### config.mk
export PLATFORM = sky130hd
export DESIGN_NAME = decimal_text_tile_writer_top
export DESIGN_NICKNAME = d
export VERILOG_FILES = /design/src/rtl/dttw_pkg.sv /design/src/rtl/dttw_datapath.sv /design/src/rtl/dttw_ctrl.sv /design/src/rtl/decimal_text_tile_writer_top.sv
export SDC_FILE = /design/constraint.sdc
export NUM_CORES = 1
export LEC_CHECK = 0
export BUFFER_PORTS_ARGS = -buffer_cell sky130_fd_sc_hd__buf_2
export CORE_UTILIZATION = 58
export DETAILED_ROUTE_END_ITERATION = 16
export PLACE_DENSITY = 0.8
export SLEW_MARGIN = 20
export SYNTH_ARGS = -nofsm -noshare
export SYNTH_HDL_FRONTEND = slang
export SYNTH_SLANG_ARGS = --single-unit
### constraint.sdc
create_clock -name clk -period 2.8 [get_ports clk]
set_input_delay 0.42 -clock clk [delete_from_list [all_inputs] [get_ports clk]]
set_output_delay 0.42 -clock clk [all_outputs]
set_load 0.05 [all_outputs]
### src/rtl/dttw_pkg.sv
package dttw_pkg;

  localparam int MAP_COLUMNS_LOG2 = 5;
  localparam int COL_W = 5;
  localparam int ROW_W = 5;
  localparam int CELL_W = 10;
  localparam int CHAR_W = 8;
  localparam int NUM_W = 16;
  localparam int PAL_W = 4;
  localparam int TILE_W = 7;
  localparam int TILE_FIELD_W = 12;
  localparam int ENTRY_W = PAL_W + TILE_FIELD_W;
  localparam int BCD_DIGITS = 5;
  localparam int BCD_W = 4 * BCD_DIGITS;
  localparam int CNT_W = 5;
  localparam int PTR_W = 3;
  localparam int POS_W = 3;

  localparam logic [TILE_W-1:0] TILE_BLANK = 7'd0;
  localparam logic [TILE_W-1:0] TILE_ALPHA_UPPER = 7'd10;
  localparam logic [TILE_W-1:0] TILE_ALPHA_LOWER = 7'd36;
  localparam logic [TILE_W-1:0] TILE_DIGIT = 7'd62;
  localparam logic [TILE_W-1:0] TILE_COLON = 7'd72;
  localparam logic [TILE_W-1:0] TILE_SLASH = 7'd73;
  localparam logic [TILE_W-1:0] TILE_DOT = 7'd74;
  localparam logic [TILE_W-1:0] TILE_COMMA = 7'd75;
  localparam logic [TILE_W-1:0] TILE_MINUS = 7'd76;

  localparam logic [CHAR_W-1:0] CH_UPPER_A = 8'h41;
  localparam logic [CHAR_W-1:0] CH_UPPER_Z = 8'h5A;
  localparam logic [CHAR_W-1:0] CH_LOWER_A = 8'h61;
  localparam logic [CHAR_W-1:0] CH_LOWER_Z = 8'h7A;
  localparam logic [CHAR_W-1:0] CH_ZERO = 8'h30;
  localparam logic [CHAR_W-1:0] CH_NINE = 8'h39;
  localparam logic [CHAR_W-1:0] CH_COLON = 8'h3A;
  localparam logic [CHAR_W-1:0] CH_SLASH = 8'h2F;
  localparam logic [CHAR_W-1:0] CH_DOT = 8'h2E;
  localparam logic [CHAR_W-1:0] CH_COMMA = 8'h2C;
  localparam logic [CHAR_W-1:0] CH_MINUS = 8'h2D;

  typedef struct packed {
    logic load;
    logic conv_step;
    logic set_ptr;
    logic emit_minus;
    logic emit_digit;
    logic emit_char;
  } dttw_cmd_t;

  typedef struct packed {
    logic req_type;
    logic neg;
    logic conv_done;
    logic ptr_zero;
    logic out_free;
  } dttw_sts_t;

  function automatic logic [TILE_W-1:0] tile_of(input logic [CHAR_W-1:0] ch);
    logic [CHAR_W-1:0] t;
    t = '0;
    if (ch >= CH_UPPER_A && ch <= CH_UPPER_Z) begin
      t = ch - CH_UPPER_A + CHAR_W'(TILE_ALPHA_UPPER);
    end else if (ch >= CH_LOWER_A && ch <= CH_LOWER_Z) begin
      t = ch - CH_LOWER_A + CHAR_W'(TILE_ALPHA_LOWER);
    end else if (ch >= CH_ZERO && ch <= CH_NINE) begin
      t = ch - CH_ZERO + CHAR_W'(TILE_DIGIT);
    end else if (ch == CH_COLON) begin
      t = CHAR_W'(TILE_COLON);
    end else if (ch == CH_SLASH) begin
      t = CHAR_W'(TILE_SLASH);
    end else if (ch == CH_DOT) begin
      t = CHAR_W'(TILE_DOT);
    end else if (ch == CH_COMMA) begin
      t = CHAR_W'(TILE_COMMA);
    end else if (ch == CH_MINUS) begin
      t = CHAR_W'(TILE_MINUS);
    end else begin
      t = CHAR_W'(TILE_BLANK);
    end
    return t[TILE_W-1:0];
  endfunction

endpackage

### src/rtl/dttw_datapath.sv
module dttw_datapath (
  input  logic                                 clk,
  input  logic                                 rst_n,
  input  dttw_pkg::dttw_cmd_t                  cmd,
  output dttw_pkg::dttw_sts_t                  sts,
  input  logic [dttw_pkg::PAL_W-1:0]           palette,
  input  logic                                 in_req_type,
  input  logic [dttw_pkg::COL_W-1:0]           in_column,
  input  logic [dttw_pkg::ROW_W-1:0]           in_row,
  input  logic [dttw_pkg::CHAR_W-1:0]          in_char_code,
  input  logic signed [dttw_pkg::NUM_W-1:0]    in_number,
  output logic                                 out_valid,
  input  logic                                 out_ready,
  output logic [dttw_pkg::CELL_W-1:0]          out_cell_index,
  output logic [dttw_pkg::ENTRY_W-1:0]         out_tile_entry,
  output logic                                 out_last
);
  import dttw_pkg::*;

  logic [CELL_W-1:0]  base_r;
  logic               type_r;
  logic               neg_r;
  logic [CHAR_W-1:0]  char_r;
  logic [NUM_W-1:0]   bin_r;
  logic [BCD_W-1:0]   bcd_r;
  logic [CNT_W-1:0]   cnt_r;
  logic [PTR_W-1:0]   ptr_r;
  logic [POS_W-1:0]   pos_r;

  logic               out_valid_r;
  logic [CELL_W-1:0]  cell_r;
  logic [ENTRY_W-1:0] entry_r;
  logic               last_r;

  logic [CELL_W-1:0]  base_nxt;
  logic [NUM_W-1:0]   num_u;
  logic [NUM_W-1:0]   mag_nxt;
  logic [BCD_W-1:0]   bcd_adj;
  logic [PTR_W-1:0]   lead_ptr;
  logic [3:0]         cur_digit;
  logic [CELL_W-1:0]  cell_nxt;
  logic               push;
  logic [TILE_W-1:0]  tile_nxt;
  logic               last_nxt;

  assign num_u = in_number;
  assign mag_nxt = in_number[NUM_W-1] ? (NUM_W'(0) - num_u) : num_u;
  assign base_nxt = CELL_W'({in_row, {MAP_COLUMNS_LOG2{1'b0}}}) + CELL_W'(in_column);
  assign cell_nxt = base_r + CELL_W'(pos_r);

  always_comb begin
    bcd_adj = bcd_r;
    for (int i = 0; i < BCD_DIGITS; i++) begin
      if (bcd_r[4*i +: 4] >= 4'd5) begin
        bcd_adj[4*i +: 4] = bcd_r[4*i +: 4] + 4'd3;
      end
    end
  end

  always_comb begin
    priority if (bcd_r[19:16] != 4'd0) begin
      lead_ptr = 3'd4;
    end else if (bcd_r[15:12] != 4'd0) begin
      lead_ptr = 3'd3;
    end else if (bcd_r[11:8] != 4'd0) begin
      lead_ptr = 3'd2;
    end else if (bcd_r[7:4] != 4'd0) begin
      lead_ptr = 3'd1;
    end else begin
      lead_ptr = 3'd0;
    end
  end

  always_comb begin
    unique case (ptr_r)
      3'd0:    cur_digit = bcd_r[3:0];
      3'd1:    cur_digit = bcd_r[7:4];
      3'd2:    cur_digit = bcd_r[11:8];
      3'd3:    cur_digit = bcd_r[15:12];
      3'd4:    cur_digit = bcd_r[19:16];
      default: cur_digit = 4'd0;
    endcase
  end

  always_comb begin
    push = cmd.emit_minus | cmd.emit_digit | cmd.emit_char;
    if (cmd.emit_minus) begin
      tile_nxt = TILE_MINUS;
      last_nxt = 1'b0;
    end else if (cmd.emit_digit) begin
      tile_nxt = TILE_DIGIT + TILE_W'(cur_digit);
      last_nxt = (ptr_r == '0);
    end else begin
      tile_nxt = tile_of(char_r);
      last_nxt = 1'b1;
    end
  end

  always_ff @(posedge clk) begin
    if (cmd.load) begin
      base_r <= base_nxt;
      type_r <= in_req_type;
      neg_r  <= in_number[NUM_W-1];
      char_r <= in_char_code;
      bin_r  <= mag_nxt;
      bcd_r  <= '0;
      cnt_r  <= '0;
      pos_r  <= '0;
    end else begin
      if (cmd.conv_step) begin
        bcd_r <= {bcd_adj[BCD_W-2:0], bin_r[NUM_W-1]};
        bin_r <= {bin_r[NUM_W-2:0], 1'b0};
        cnt_r <= cnt_r + CNT_W'(1);
      end
      if (cmd.set_ptr) begin
        ptr_r <= lead_ptr;
      end
      if (cmd.emit_digit) begin
        ptr_r <= ptr_r - PTR_W'(1);
      end
      if (cmd.emit_minus | cmd.emit_digit) begin
        pos_r <= pos_r + POS_W'(1);
      end
    end
    if (push) begin
      cell_r  <= cell_nxt;
      entry_r <= {palette, TILE_FIELD_W'(tile_nxt)};
      last_r  <= last_nxt;
    end
  end

  always_ff @(posedge clk) begin
    if (!rst_n) begin
      out_valid_r <= 1'b0;
    end else if (push) begin
      out_valid_r <= 1'b1;
    end else if (out_ready) begin
      out_valid_r <= 1'b0;
    end
  end

  assign sts.req_type  = type_r;
  assign sts.neg       = neg_r;
  assign sts.conv_done = (cnt_r == CNT_W'(NUM_W));
  assign sts.ptr_zero  = (ptr_r == '0);
  assign sts.out_free  = ~out_valid_r | out_ready;

  assign out_valid      = out_valid_r;
  assign out_cell_index = cell_r;
  assign out_tile_entry = entry_r;
  assign out_last       = last_r;

endmodule

### src/rtl/dttw_ctrl.sv
module dttw_ctrl (
  input  logic                 clk,
  input  logic                 rst_n,
  input  logic                 in_valid,
  output logic                 in_ready,
  input  dttw_pkg::dttw_sts_t  sts,
  output dttw_pkg::dttw_cmd_t  cmd
);
  import dttw_pkg::*;

  typedef enum logic [2:0] {
    ST_IDLE,
    ST_CHAR,
    ST_CONV,
    ST_SIGN,
    ST_DIGITS
  } state_t;

  state_t state_r;
  state_t state_nxt;

  assign in_ready = (state_r == ST_IDLE);

  always_comb begin
    cmd = '0;
    state_nxt = state_r;
    unique case (state_r)
      ST_IDLE: begin
        if (in_valid) begin
          cmd.load = 1'b1;
          state_nxt = ST_CHAR;
        end
      end
      ST_CHAR: begin
        if (sts.req_type) begin
          state_nxt = ST_CONV;
        end else if (sts.out_free) begin
          cmd.emit_char = 1'b1;
          state_nxt = ST_IDLE;
        end
      end
      ST_CONV: begin
        if (sts.conv_done) begin
          cmd.set_ptr = 1'b1;
          state_nxt = sts.neg ? ST_SIGN : ST_DIGITS;
        end else begin
          cmd.conv_step = 1'b1;
        end
      end
      ST_SIGN: begin
        if (sts.out_free) begin
          cmd.emit_minus = 1'b1;
          state_nxt = ST_DIGITS;
        end
      end
      ST_DIGITS: begin
        if (sts.out_free) begin
          cmd.emit_digit = 1'b1;
          if (sts.ptr_zero) begin
            state_nxt = ST_IDLE;
          end
        end
      end
      default: begin
        state_nxt = ST_IDLE;
      end
    endcase
  end

  always_ff @(posedge clk) begin
    if (!rst_n) begin
      state_r <= ST_IDLE;
    end else begin
      state_r <= state_nxt;
    end
  end

endmodule

### src/rtl/decimal_text_tile_writer_top.sv
// A character request passes a dispatch state, then its entry goes into the output
// register once the output is free; the next request is accepted after that.
// A number request takes a dispatch state and a binary to BCD conversion that ends by
// setting a pointer to the leading nonzero digit, then gives one entry per cycle while
// the output is free (a minus sign if negative, then the digits), and then goes idle.
// rst_n is synchronous and active low; it clears the palette and empties the block.
module decimal_text_tile_writer_top (
  input  logic                                 clk,
  input  logic                                 rst_n,
  input  logic                                 cfg_valid,
  output logic                                 cfg_ready,
  input  logic [dttw_pkg::PAL_W-1:0]           cfg_data,
  input  logic                                 in_valid,
  output logic                                 in_ready,
  input  logic                                 in_req_type,
  input  logic [dttw_pkg::COL_W-1:0]           in_column,
  input  logic [dttw_pkg::ROW_W-1:0]           in_row,
  input  logic [dttw_pkg::CHAR_W-1:0]          in_char_code,
  input  logic signed [dttw_pkg::NUM_W-1:0]    in_number,
  output logic                                 out_valid,
  input  logic                                 out_ready,
  output logic [dttw_pkg::CELL_W-1:0]          out_cell_index,
  output logic [dttw_pkg::ENTRY_W-1:0]         out_tile_entry,
  output logic                                 out_last
);
  import dttw_pkg::*;

  logic [PAL_W-1:0] palette_r;
  dttw_cmd_t        cmd;
  dttw_sts_t        sts;
  logic             in_ready_i;

  assign cfg_ready = 1'b1;
  assign in_ready  = in_ready_i;

  always_ff @(posedge clk) begin
    if (!rst_n) begin
      palette_r <= '0;
    end else if (cfg_valid) begin
      palette_r <= cfg_data;
    end
  end

  dttw_ctrl u_ctrl (
    .clk      (clk),
    .rst_n    (rst_n),
    .in_valid (in_valid),
    .in_ready (in_ready_i),
    .sts      (sts),
    .cmd      (cmd)
  );

  dttw_datapath u_datapath (
    .clk            (clk),
    .rst_n          (rst_n),
    .cmd            (cmd),
    .sts            (sts),
    .palette        (palette_r),
    .in_req_type    (in_req_type),
    .in_column      (in_column),
    .in_row         (in_row),
    .in_char_code   (in_char_code),
    .in_number      (in_number),
    .out_valid      (out_valid),
    .out_ready      (out_ready),
    .out_cell_index (out_cell_index),
    .out_tile_entry (out_tile_entry),
    .out_last       (out_last)
  );

endmodule
# Yosys cells after proc, flatten, opt, wreduce, memory -nomap -nowiden
# Index checks and enable logic that the tools add are counted.
# op_classes
mux	46
reduce_logical	14
n_bitwise	5
n_addsub	18
magnitude_cmp	11
n_eq_ne	20
# ops
operator	count
two-way mux 7 bit	9
two-way mux 16 bit	3
two-way mux 3 bit	14
equality test 8 x 6 -> 1 bit, second input constant	5
>= comparator 4 x 3 -> 1 bit, second input constant	5
one-hot mux 4 bit (5 select lines)	1
adder 4 x 2 -> 4 bit, second input constant	4
>= comparator 8 x 7 -> 1 bit, second input constant	2
<= comparator 8 x 7 -> 1 bit, second input constant	2
two-way mux 4 bit	4
nonzero test 4 bit	4
subtractor 1 x 16 -> 16 bit, first input constant	1
one-hot mux 3 bit (5 select lines)	1
adder 7 x 6 -> 7 bit, second input constant	2
subtractor 7 bit, second input constant	2
two-way mux 1 bit	13
equality test 3 x 2 -> 1 bit, second input constant	4
adder 10 x 3 -> 10 bit	1
adder 10 x 5 -> 10 bit	1
!= test 2 bit, second input constant	5
>= comparator 8 x 6 -> 1 bit, second input constant	1
<= comparator 8 x 6 -> 1 bit, second input constant	1
adder 6 x 4 -> 7 bit, first input constant	1
adder 7 x 4 -> 7 bit, second input constant	1
17 further kinds	27
# word_totals
ff_bits	97
input_bits	44
output_inout_bits	30

# Logic depth before layout (Yosys ltp)
# logic_depth
depth_word	10
mapped_depth	9
depth_no_buf	9

# By module
# Synthesis repeated with hierarchy kept, for this count alone.
# hier_totals
hier_cells	553
area_unflattened_um2	5566.6
# by_module_without_submodules
module	cells_each	n_inst	area_each_um2
dttw_datapath	501	1	5138.7
dttw_ctrl	37	1	260.2
decimal_text_tile_writer_top	15	1	167.7

# Worst setup path after synthesis
# OpenSTA, ideal clock, no wires.
# synth_timing
path_type	reg-to-reg
from	register u_ctrl.state_r[0]
to	register u_datapath.base_r[0] (enable)
arrival_time_ns	2.498
stages_incl_launch_ff	6
path_slack_ns	-0.059
setup_ns	0.362
cell_sequence	dfxtp_1 > buf_2 > nor3_1 > nand2_1 > clkinv_1 > buf_2
# synth_lines
item	line	source
start: declaration	dttw_ctrl.sv:19	state_t state_r;
start signal: assignment	dttw_ctrl.sv:74	state_r <= state_nxt;
end signal: assignment	dttw_datapath.sv:101	base_r <= base_nxt;
end: declaration	dttw_datapath.sv:20	logic [CELL_W-1:0] base_r;

# Worst setup path after layout
# layout_timing
from	register u_datapath.char_r[1]
to	register u_datapath.entry_r[0], in the netlist u_datapath.out_tile_entry[0] (data pin)
# layout_via
elab_chain_cells	9
elab_cells_between_ends	21
classes_between	6 x order compare; 4 x eq/ne; 8 x mux; 3 x reduce/logical
# layout_lines
item	line	source
start: declaration	dttw_datapath.sv:23	logic [CHAR_W-1:0] char_r;
start signal: assignment	dttw_datapath.sv:104	char_r <= in_char_code;
equality test 8 x 6 -> 1 bit	dttw_pkg.sv:73	end else if (ch == CH_COMMA) begin
two-way mux 7 bit	dttw_pkg.sv:73	
two-way mux 7 bit	dttw_pkg.sv:71	end else if (ch == CH_DOT) begin
two-way mux 7 bit	dttw_pkg.sv:69	end else if (ch == CH_SLASH) begin
two-way mux 7 bit	dttw_pkg.sv:67	end else if (ch == CH_COLON) begin
two-way mux 7 bit	dttw_pkg.sv:65	end else if (ch >= CH_ZERO && ch <= CH_NINE) begin
two-way mux 7 bit	dttw_pkg.sv:63	end else if (ch >= CH_LOWER_A && ch <= CH_LOWER_Z) begin
two-way mux 7 bit *	dttw_pkg.sv:61	if (ch >= CH_UPPER_A && ch <= CH_UPPER_Z) begin
two-way mux 7 bit *	dttw_datapath.sv:90	end else if (cmd.emit_digit) begin
end signal: assignment	dttw_datapath.sv:127	entry_r <= {palette, TILE_FIELD_W'(tile_nxt)};
end: declaration	dttw_datapath.sv:32	logic [ENTRY_W-1:0] entry_r;
# Every way passes the cells marked *; elsewhere a longest branch is shown, timed or not.
# A chain may end at the register's enable or synchronous reset.

==> metrics.yaml <==
run_status:
  status: "complete, but fails checks"
  failed_checks: "DRC"
clock_network:
  clock-sinks: 97
  cts-buffers-inserted: 9
  clk_transition_reported_paths_ns: 0.10
  htreeDepth: 3
  post_cts_buffers: 0
  cts_resized: 0
  clk_path_buf_depth: 2
  worst_skew_pair.late_latency_ns: 0.37
  cts_root_buffer: "clkbuf_8"
  cts_tree: "yes"
  hold_buffers: 0
global_route:
  grt_max_degree: 36
  grt-ovfl-total: 0
  antenna_found_initial: 0
  grt_pass1_wl_um: 16800
  grt_pass1_vias: 3777
  grtUsageTotal_pct: 21.9
critical_path:
  cp_cell_sequence: "inv_1 -> ha_1 -> or4b_4 -> o21bai_4 -> nor3_1 -> o31ai_1 -> o21ai_0"
  r2r-end: "u_datapath.out_tile_entry[0]"
  max_stage_delay_ns: 0.51
  worstReg2RegStart: "u_datapath.char_r[1]"
  cp_num_buf_inv: 1
  cp-start-kind: "flip-flop"
  crit_family: "simple AND/OR/NAND/NOR gates"
  cp_data_required_time_ns: 2.90
  r2r_slack_ns: 0.38
  rr_worst_depth: 7
  cp_max_fo: 7
  worst_setup_path_end_kind: "flip-flop"
  worstSetupPathType: "reg2reg"
  arrival_ns: 2.52
  crit_slowest_cell: "edfxtp_1"
cells_and_area:
  drive_above_1_share_pct: 17.4
  antenna_cells: 0
  nets: 670
  area_growth_pct: 10.8
yosys:
  synthMuxAreaShare_pct: 1.72
  netlist_area_um2: 5370
  synth_top_family_by_area: "compound AO/OA/AOI/OAI gates"
  yosysSeqAreaShare_pct: 47.6
  yosysWarnings: 0
  ys_ff_latch: 97
  synth_compound_area_share_pct: 16.2
  synthAdderAreaFrac_pct: 8.07
  synthXorXnorAreaFrac_pct: 6.20
  synth_edf_count: 61
  avgSynthCellArea_um2: 10.2
  synth-simple-area-share_pct: 15.7
  syn_inst: 528
  synth_cell_types: 63
  synthFlopType: "edfxtp_1"
  synthArstFlopShare_pct: 0
power_and_ir_drop:
  p_leak_nw: 2.32
  worst_ir_drop_vdd_mv: 0.353
  powerDensity_nw_per_um2: 647
detailed_routing:
  routed_wirelength_um: 10200
  viasPerCell: 5.74
  post_drt_wl_per_cell_um: 14.4
  vias: 4047
  drtIter0Drc: 176
  firstDrtPassIters: 14
  drc: 6
  ant_nets: 0
worst_hold_path:
  whs_endpoint: "u_datapath.char_r[0]"
  worstHoldPathCells: 1
  hp-class: "in2reg"
  holdCritStartpoint: "in_char_code[0]"
floorplan:
  start_util_pct: 60.7
  io_pins: 74
  die_h_um: 98.2
  num_rows: 34
  core_area_um2: 8850
  die_w_um: 98.2
  die_area_um2: 9640
timing:
  finalHoldViolCount: 0
  worst_slack_ns: 0.384
  holdWs_ns: 0.222
  fin_skew_ns: 0.0101
  tightest_slew_ns: 0.519
  tns_ns: 0
  slew_headroom_pct: 65.1
  timing.final.crit_share_pct: 86.3
  setup_violations: 0
  slew_viol_final: 0
  finalCriticalPeriod_ns: 2.42
  timing.fmax_mhz: 414
  rsz0062_at_grt: "no"
placed_design:
  io_buffers: 67
  place_hpwl_um: 7540
  gp_congestion: 0.878
  place_worst_setup_slack_ns: 0.417
run:
  cap_violations: 0
[flip-flops by register name, indices dropped and copies added (netlist names)]
register                   count
u_datapath.neg_r               1
u_datapath.ptr_r               3
u_datapath.out_cell_index     10
u_datapath.pos_r               3
u_datapath.bcd_r              20
u_datapath.char_r              8
u_datapath.out_last            1
u_datapath.base_r             10
u_datapath.bin_r              16
u_datapath.type_r              1
u_datapath.out_valid           1
palette_r                      4
u_datapath.cnt_r               5
u_datapath.out_tile_entry     11
u_ctrl.state_r                 3
[power by group]
group,internal [mW],switching (mW)
clock,0.340,0.517
combinational,0.320,0.715
sequential,1.81,0.139
total,2.47,1.37
[worst max-delay path by stage]
| stage | from | to | cells after the start |
|---|---|---|---|
| 5_1_grt | u_datapath.char_r[1] | u_datapath.out_tile_entry[0] | 7 |
| 4_1_cts | u_datapath.char_r[1] | u_datapath.out_tile_entry[0] | 7 |
| 3_3_place_gp | u_datapath.char_r[1] | u_datapath.out_tile_entry[3] | 7 |
| 6_report | u_datapath.char_r[1] | u_datapath.out_tile_entry[0] | 7 |
| 2_1_floorplan | u_ctrl.state_r[0] | u_datapath.base_r[0] | 5 |
| 3_5_place_dp | u_datapath.char_r[1] | u_datapath.out_tile_entry[0] | 7 |
[layout by cell type, fill, tap and decap left out, types with 3 or more instances in the layout]
master    instances
a21o_1            3
a21oi_1          34
a222oi_1          4
a22o_1            6
buf_2            67
buf_4             5
clkbuf_8          9
clkinv_4          5
conb_1            6
dfxtp_1          36
edfxtp_1         61
ha_1             33
inv_1            24
mux2i_1           7
nand2_1          59
nand2b_1          9
nand3_1          17
nand3b_1          3
nand4_1           3
nor2_1           27
nor2b_1          14
nor3_1            8
nor3b_1           8
nor4_1            5
o21a_1            3
o21ai_0          49
o22ai_1           6
o31ai_1           5
o41ai_1           3
xnor2_1          13
xor2_1           25
[cell usage after synthesis, drive strengths merged, types with 6 or more instances]
cell,number,area (µm²)
clkbuf,8,30.0
o22ai,6,37.5
xnor2,13,114
a22o,6,52.6
buf,15,108
edfxtp,61,1830
nor2,29,114
nand2b,9,56.3
o21ai,50,250
nor4,6,43.8
nor2b,14,87.6
ha,33,413
dfxtp,36,721
nor3,9,45.0
nand3,17,85.1
nor3b,8,60.1
xor2,25,219
mux2i,7,70.1
o31ai,6,58.8
a21oi,34,170
inv,25,93.8
nand2,59,221
[through the flow]
step                instances  area (µm²)  util (%)  power (mW)
floorplan                 532        5390         -        2.77
global route              705        5950      67.2        4.05
global placement          689        5760      65.1        2.99
detailed placement        689        5760      65.1        3.03
CTS                       705        5950      67.2        3.88
finish                    705        5950      67.2        3.84
[cell families after synthesis]
logic type / Yosys count
AOI/OAI and AO/OA: 132
xor gates and xnor gates: 38
adders and majority gates: 34
buffers and inverters: 49
DFF: 97
muxes: 9
other: 2
and+or+nand+nor: 167
[final cells by class]
type | instances | area (µm²)
Clock buffer | 9 | 124
Inverter | 26 | 97.6
Multi-Input combinational cell | 386 | 2600
Sequential cell | 97 | 2550
Clock inverter | 7 | 63.8
Timing Repair Buffer | 72 | 373
Tap cell | 108 | 135
Fill cell | 683 | 2900
[routing by layer]
layer,up-vias,track usage (%),part of all wire [%]
li1,2014,-,-
met1,1900,26.1,43
met2,116,38.5,51
met3,17,5.51,5.1
met4,0,7.23,1.5
met5,-,0,0
Note: power is estimated with default switching activity, not from simulation.
